==> config.mk <==
export PLATFORM = sky130hd
export DESIGN_NAME = tlgs_ctrl
export DESIGN_NICKNAME = d
export VERILOG_FILES = /design/src/sv/toroidal_life_generation_step_top_assert.svh /design/src/sv/tlgs_pkg.sv /design/src/sv/tlgs_ctrl.sv
export SDC_FILE = /design/constraint.sdc
export NUM_CORES = 1
export LEC_CHECK = 0
export BUFFER_PORTS_ARGS = -buffer_cell sky130_fd_sc_hd__buf_4
export CAP_MARGIN = 20
export CORE_AREA = 2 2 39 41
export CTS_BUF_LIST = sky130_fd_sc_hd__clkbuf_2 sky130_fd_sc_hd__clkbuf_4 sky130_fd_sc_hd__clkbuf_8
export CTS_CLUSTER_DIAMETER = 150
export DETAILED_ROUTE_END_ITERATION = 7
export DIE_AREA = 0 0 41 43
export PLACE_DENSITY = 0.66
export RECOVER_POWER = 100
export SYNTH_ARGS = -nofsm -noshare
export SYNTH_HDL_FRONTEND = slang
export SYNTH_SLANG_ARGS = --single-unit
==> constraint.sdc <==
create_clock -name clk -period 1.76 [get_ports clk]
set_input_delay 0.528 -clock clk [delete_from_list [all_inputs] [get_ports clk]]
set_output_delay 0.528 -clock clk [all_outputs]
set_load 0.005 [all_outputs]
==> src/sv/toroidal_life_generation_step_top_assert.svh <==
// Assertion macros shared by the toroidal life generation step block.
`ifndef TOROIDAL_LIFE_GENERATION_STEP_TOP_ASSERT_SVH
`define TOROIDAL_LIFE_GENERATION_STEP_TOP_ASSERT_SVH

// Same-cycle implication, sampled on clk and quiet while rst_n is low.
`define TLGS_ASSERT_IMPL(label, ante, cons) \
    label: assert property (@(posedge clk) disable iff (!rst_n) (ante) |-> (cons)) \
        else $error("tlgs same-cycle check failed");

// Next-cycle implication, sampled on clk and quiet while rst_n is low.
`define TLGS_ASSERT_NEXT(label, ante, cons) \
    label: assert property (@(posedge clk) disable iff (!rst_n) (ante) |=> (cons)) \
        else $error("tlgs next-cycle check failed");

`endif

==> src/sv/tlgs_pkg.sv <==
// Shared types and constants of the toroidal life generation step block.
package tlgs_pkg;

    // Field and port widths fixed by the item formats.
    localparam int ROW_FIELD_W = 6;
    localparam int COL_FIELD_W = 7;
    localparam int GEN_W       = 16;
    localparam int ROW_CNT_W   = 7;
    localparam int COL_CNT_W   = 8;
    localparam int IN_DATA_W   = 16;
    localparam int IN_USER_W   = 2;
    localparam int OUT_DATA_W  = 24;
    localparam int CFG_ADDR_W  = 3;
    localparam int CFG_DATA_W  = 32;
    localparam int NBR_W       = 4;

    // Life rules.
    localparam logic [NBR_W-1:0] BIRTH_NEIGHBOURS = 4'd3;
    localparam logic [NBR_W-1:0] SURVIVE_LOW      = 4'd2;
    localparam logic [NBR_W-1:0] SURVIVE_HIGH     = 4'd3;

    // Smallest board edge accepted by the count registers.
    localparam logic [ROW_CNT_W-1:0] ROW_COUNT_MIN = 7'd3;
    localparam logic [COL_CNT_W-1:0] COL_COUNT_MIN = 8'd3;

    // Item operations.
    typedef enum logic [1:0] {
        OP_WRITE   = 2'd0,
        OP_READ    = 2'd1,
        OP_ADVANCE = 2'd2,
        OP_NONE    = 2'd3
    } op_t;

    // Configuration register indexes.
    typedef enum logic {
        REG_ROW_COUNT    = 1'b0,
        REG_COLUMN_COUNT = 1'b1
    } reg_idx_t;

    // Commands from the controller to the datapath.
    typedef struct packed {
        logic item_load;
        logic cell_write;
        logic result_load;
        logic result_read;
        logic adv_start;
        logic rd_up;
        logic rd_cur;
        logic rd_dn;
        logic cap_up;
        logic cap_cur;
        logic row_write;
        logic gen_step;
    } dp_cmd_t;

    // Status from the datapath to the controller.
    typedef struct packed {
        logic last_row;
    } dp_status_t;

endpackage

==> src/sv/tlgs_ctrl.sv <==
// Controller: item handshake, operation sequencing and result valid.
module tlgs_ctrl (
    input  logic                  clk,
    input  logic                  rst_n,
    input  logic                  in_valid,
    output logic                  in_ready,
    input  tlgs_pkg::op_t         in_op,
    output logic                  out_valid,
    input  logic                  out_ready,
    output tlgs_pkg::dp_cmd_t     cmd,
    input  tlgs_pkg::dp_status_t  status
);

    typedef enum logic [2:0] {
        S_IDLE,
        S_CELL,
        S_UP,
        S_CUR,
        S_DN,
        S_WR,
        S_FIN
    } state_t;

    state_t        state_reg;
    state_t        state_next;
    tlgs_pkg::op_t op_reg;
    tlgs_pkg::op_t op_next;
    logic          out_valid_reg;
    logic          out_valid_next;
    logic          out_free;

    // The result register can take a new result when empty or being drained.
    assign out_free = !out_valid_reg || out_ready;
    assign in_ready = (state_reg == S_IDLE);

    // Next state and datapath commands.
    always_comb
    begin
        state_next = state_reg;
        op_next    = op_reg;
        cmd        = '0;
        unique case (state_reg)
            S_IDLE:
            begin
                if (in_valid)
                begin
                    cmd.item_load = 1'b1;
                    op_next       = in_op;
                    if (in_op == tlgs_pkg::OP_ADVANCE)
                    begin
                        cmd.adv_start = 1'b1;
                        state_next    = S_UP;
                    end
                    else
                    begin
                        state_next = S_CELL;
                    end
                end
            end
            S_CELL:
            begin
                if (out_free)
                begin
                    cmd.result_load = 1'b1;
                    cmd.result_read = (op_reg == tlgs_pkg::OP_READ);
                    cmd.cell_write  = (op_reg == tlgs_pkg::OP_WRITE);
                    state_next      = S_IDLE;
                end
            end
            S_UP:
            begin
                cmd.rd_up  = 1'b1;
                state_next = S_CUR;
            end
            S_CUR:
            begin
                cmd.cap_up = 1'b1;
                cmd.rd_cur = 1'b1;
                state_next = S_DN;
            end
            S_DN:
            begin
                cmd.cap_cur = 1'b1;
                cmd.rd_dn   = 1'b1;
                state_next  = S_WR;
            end
            S_WR:
            begin
                cmd.row_write = 1'b1;
                state_next    = status.last_row ? S_FIN : S_UP;
            end
            S_FIN:
            begin
                if (out_free)
                begin
                    cmd.result_load = 1'b1;
                    cmd.gen_step    = 1'b1;
                    state_next      = S_IDLE;
                end
            end
            default:
            begin
                state_next = S_IDLE;
            end
        endcase

        out_valid_next = cmd.result_load ? 1'b1 : (out_ready ? 1'b0 : out_valid_reg);
    end

    // State and registered outputs.
    always_ff @(posedge clk or negedge rst_n)
    begin
        if (!rst_n)
        begin
            state_reg     <= S_IDLE;
            op_reg        <= tlgs_pkg::OP_NONE;
            out_valid_reg <= 1'b0;
        end
        else
        begin
            state_reg     <= state_next;
            op_reg        <= op_next;
            out_valid_reg <= out_valid_next;
        end
    end

    assign out_valid = out_valid_reg;

endmodule

==> Yosys cells after proc, flatten, opt, wreduce, memory -nomap -nowiden <==
Index checks and enable logic that the tools add are counted.
{ "word_totals": {"ff_bits": 6, "input_bits": 7, "word_cells": 43} }
{ "classes": {"n_eq_ne": 10, "muxes": 22, "reduce_logical": 8} }
{ "ops": {"columns": ["operator", "n"], "rows": [
  ["3-bit case mux with 6 select lines", 1],
  ["1-bit 2-to-1 mux", 15],
  ["3-bit 2-to-1 mux", 4],
  ["3-bit == test (second input constant)", 3],
  ["3-bit by 2-bit == test with 1-bit output (second input constant)", 2],
  ["2-bit AND reduction", 2],
  ["3-bit by 1-bit == test with 1-bit output (second input constant)", 1],
  ["3-bit logical NOT", 1],
  ["2-bit by 1-bit == test with 1-bit output (second input constant)", 1],
  ["2-bit == test (second input constant)", 1],
  ["2-bit logical NOT", 1],
  ["2-bit 2-to-1 mux", 1],
  ["2-bit by 1-bit != test with 1-bit output (second input constant)", 1],
  ["2-bit != test (second input constant)", 1],
  ["1-bit case mux with 2 select lines", 1],
  ["2-bit nonzero test", 1],
  ["2-bit OR reduction", 1],
  ["1-bit logical NOT", 1],
  ["1-bit logical OR", 1]
]} }

==> Longest topological paths before layout <==
{ "logic_depth": {"word_depth": 5, "depth_mapped": 5, "mapped_depth_nobuf": 3} }

==> Worst setup path after synthesis <==
OpenSTA, ideal clock, no wires.
{ "synth_path": {"path_type": "input to output", "startpoint": "input out_ready", "endpoint": "output cmd[8] in the netlist's numbering", "arrival_ns": 1.068, "required_ns": 1.232, "path_slack_ns": 0.164, "path_stages": 3, "n_path_buf": 0, "cell_sequence": "nand2b_1 nand2_1 nor4b_1"} }
{ "synth_rtl": {"columns": ["item", "line_no", "rtl"], "rows": [
  ["start: declaration", "tlgs_ctrl.sv:9", "input logic out_ready,"],
  ["end: declaration", "tlgs_ctrl.sv:10", "output tlgs_pkg::dp_cmd_t cmd,"]
]} }

==> reports/qor.txt <==
Status -> complete, but fails checks
Failing checks -> negative setup slack
Register share of total power -> 23.9%
Via count -> 444
Clock Path Buffers -> 2
Synth warn -> 0
Net Sw Power -> 488 uW
Final setup vio count -> 10
Pre-Repair DR Iteration Count -> 4
Synthesis-stage register bit count -> 6
Placement Cell Area -> 599 sq um
Row count -> 14
Initial drt markers -> 3
R2r endpoint -> op_reg[1]
H-Tree Depth -> 1
Final core occ -> 52.7%
Crit path capture type -> primary output
Setup slack, reg-to-reg -> 0.18 ns
Clk pwr share -> 12.7%
Via/cell ratio -> 4.77
Final Non-Filler Cells -> 93
DIE AREA -> 0.00176 sq mm
Fin Clk Skew -> 0.0123 ns
Die height -> 43 um
Cts bufs inserted -> 3
Netlist cell types -> 26
Gate power share -> 63.3%
Final Hold Vio Count -> 0
Netlist Area Pre-Place -> 434 sq um
Grt ovf -> 0
Die outline width -> 41 um
Sw Share -> 36.6%
Layout fillers -> 127
Min Tclk post-route -> 1.93 ns
Startpoint types -> flop
Port buffer count -> 20
Global-route wire length before repair -> 1.85 mm
Slew Limit Fails -> 0
Worst Path Required -> 1.23 ns
Inst Count DP -> 81
Largest net degree at the start of global routing -> 12
Worst Path Arrival -> 1.40 ns
Crit-path max FO -> 3
Final wirelength -> 1.20 mm
RSZ-0062 raised after global routing -> true
CP Cell Sequence -> buf_4 -> nor4b_4 -> and3b_2 -> buf_4
CTS tree -> done
Syn Nets -> 52
Post-Syn Instances -> 45
Most common cell on crit path -> buf_4
VDD IR-drop max -> 705 uV
Worst-path clk slew -> 0.06 ns
Max-cap violations -> 0
Max reg flops -> 3
Sink Count -> 6
Sequential share of the synthesized area -> 35.2%
Worst rel slew slack -> 75.6%
Crit-path slowest cell -> dfrtp_1
Pwr Density -> 1830 mW/mm^2
Worst Hold Class -> input port to asynchronous set/reset pin
Worst setup path class -> flop to primary output
Fmax -> 519 MHz
Initial antenna violation count -> 0
Fin area -> 729 sq um
Least-Margin Pin Slew -> 0.365 ns
Io pins -> 21
Fin Setup TNS -> -0.725 ns
Global placer's final weighted congestion -> 0.797
Area growth from synthesis to layout -> 68.0%
Cells on worst reg2reg path -> 6
Period utilization -> 109%
Dpl hpwl -> 787 um
Internal -> 846 uW
CP peak stage delay -> 0.40 ns
Mean Syn Cell Area -> 9.65 sq um
Reg2reg start -> state_reg[1]
ANT cells -> 0
Worst setup slack after layout -> -0.167 ns
Number of global-route vias before repair -> 397
Layout Nets -> 85
Tot GR Track Use -> 16.7%
Root buf cell -> clkbuf_4
Remaining DRCs -> 0
WHS -> 0.138 ns
LEAKAGE -> 0.000360 uW
Core Box Area -> 0.00138 sq mm
WL/cell -> 12.9 um
DRT antenna net count -> 0
Worst-Skew Late Latency -> 0.27 ns
Initial core utilization -> 31.4%
Layout cell share with drive strength beyond 1 -> 67.5%
==> cell usage in the layout, fill, tap and decap left out, types with 2 or more instances in the layout <==
| cell | instances |
|---|---|
| a21oi_1 | 3 |
| buf_4 | 30 |
| buf_6 | 2 |
| clkbuf_4 | 5 |
| dfrtp_1 | 3 |
| dfstp_2 | 2 |
| mux2_2 | 2 |
| nand2b_1 | 2 |
| nor2_1 | 2 |
| nor2b_1 | 3 |
| nor3_2 | 2 |
==> through the flow <==
step,power (uW),setup slack [ns]
2_1_floorplan,710,0.164
6_report,1330,-0.167
3_3_place_gp,944,0.0106
3_5_place_dp,951,0.00153
4_1_cts,1270,-0.165
5_1_grt,1440,-0.236
==> worst max-delay path by stage <==
stage,startpoint,endpoint,slack [ns],cells after the start
final,state_reg[1],cmd[7],-0.17,4
after global routing,state_reg[1],cmd[7],-0.24,4
after CTS,state_reg[0],cmd[7],-0.17,4
after detailed placement,out_ready,cmd[8],0.002,5
after global placement,out_ready,cmd[8],0.01,5
after floorplan,out_ready,cmd[8],0.16,3
==> power groups by stage <==
| stage | registers (uW) | logic, uW | clock network [uW] |
|---|---|---|---|
| 2_1_floorplan | 281 | 430 | 0 |
| 3_3_place_gp | 306 | 638 | 0 |
| 3_5_place_dp | 307 | 645 | 0 |
| 4_1_cts | 309 | 796 | 160 |
| 5_1_grt | 334 | 916 | 185 |
| 6_report | 319 | 845 | 170 |
==> critical path, delay by kind of cell (launching register included) <==
family / cells / cell delay (ns)
buf+inv: 2 / 0.25
flops: 1 / 0.40
simple gates: 2 / 0.50
==> cell families (layout without fill, tap and decap cells) <==
kind of cell,after synthesis,after routing,synth area share [%]
DFF,6,6,35.2
AOI/OAI and AO/OA,7,7,10.4
and+or+nand+nor,23,23,36.9
muxes,2,2,5.19
buffers and inverters,7,39,12.4
==> synth_stat cells <==
master	count	area (sq um)
a21boi_0	1	7.51
a21o_1	1	7.51
a21oi_1	3	15.0
and2_1	1	6.26
and3_2	1	7.51
and3b_2	1	10.0
buf_2	1	5.00
buf_4	3	22.5
buf_6	2	22.5
dfrtp_1	4	100
dfstp_2	2	52.6
inv_1	1	3.75
mux2_2	2	22.5
nand2_1	2	7.51
nand2b_1	2	12.5
nor2_1	2	7.51
nor2b_1	4	25.0
nor3_1	3	15.0
nor3b_1	1	7.51
nor4_1	1	6.26
nor4b_1	2	17.5
nor4b_4	1	23.8
o22ai_1	1	6.26
o32ai_1	1	8.76
or2b_1	1	7.51
or3_1	1	6.26
==> timing repair <==
action / in CTS / in global routing
resized for setup: 6 / 5
pin swaps: 3 / 3
endpoints found under the hold margin: 0 / 0
hold buffers: 0 / 0
setup buffers: 7 / 1
cloned: 0 / 0
endpoints found under the setup margin: 12 / 13
==> layout make-up <==
class	instances	area (sq um)	area share, %
sequential	6	154	21.1
multi-input combinational	32	263	36.0
inverter	1	3.75	0.515
timing repair buffer	34	259	35.5
clock buffer	4	30.0	4.12
tap	16	20.0	2.74
==> routing by layer <==
layer  wire (um)  share of wire, %  GRT usage, %
met1         492                41          20.7
met2         608                51          22.5
met3          73               6.1          7.85
met4          26               2.2          10.0
met5           0                 0             0
Note: power is estimated with default switching activity, not from simulation.
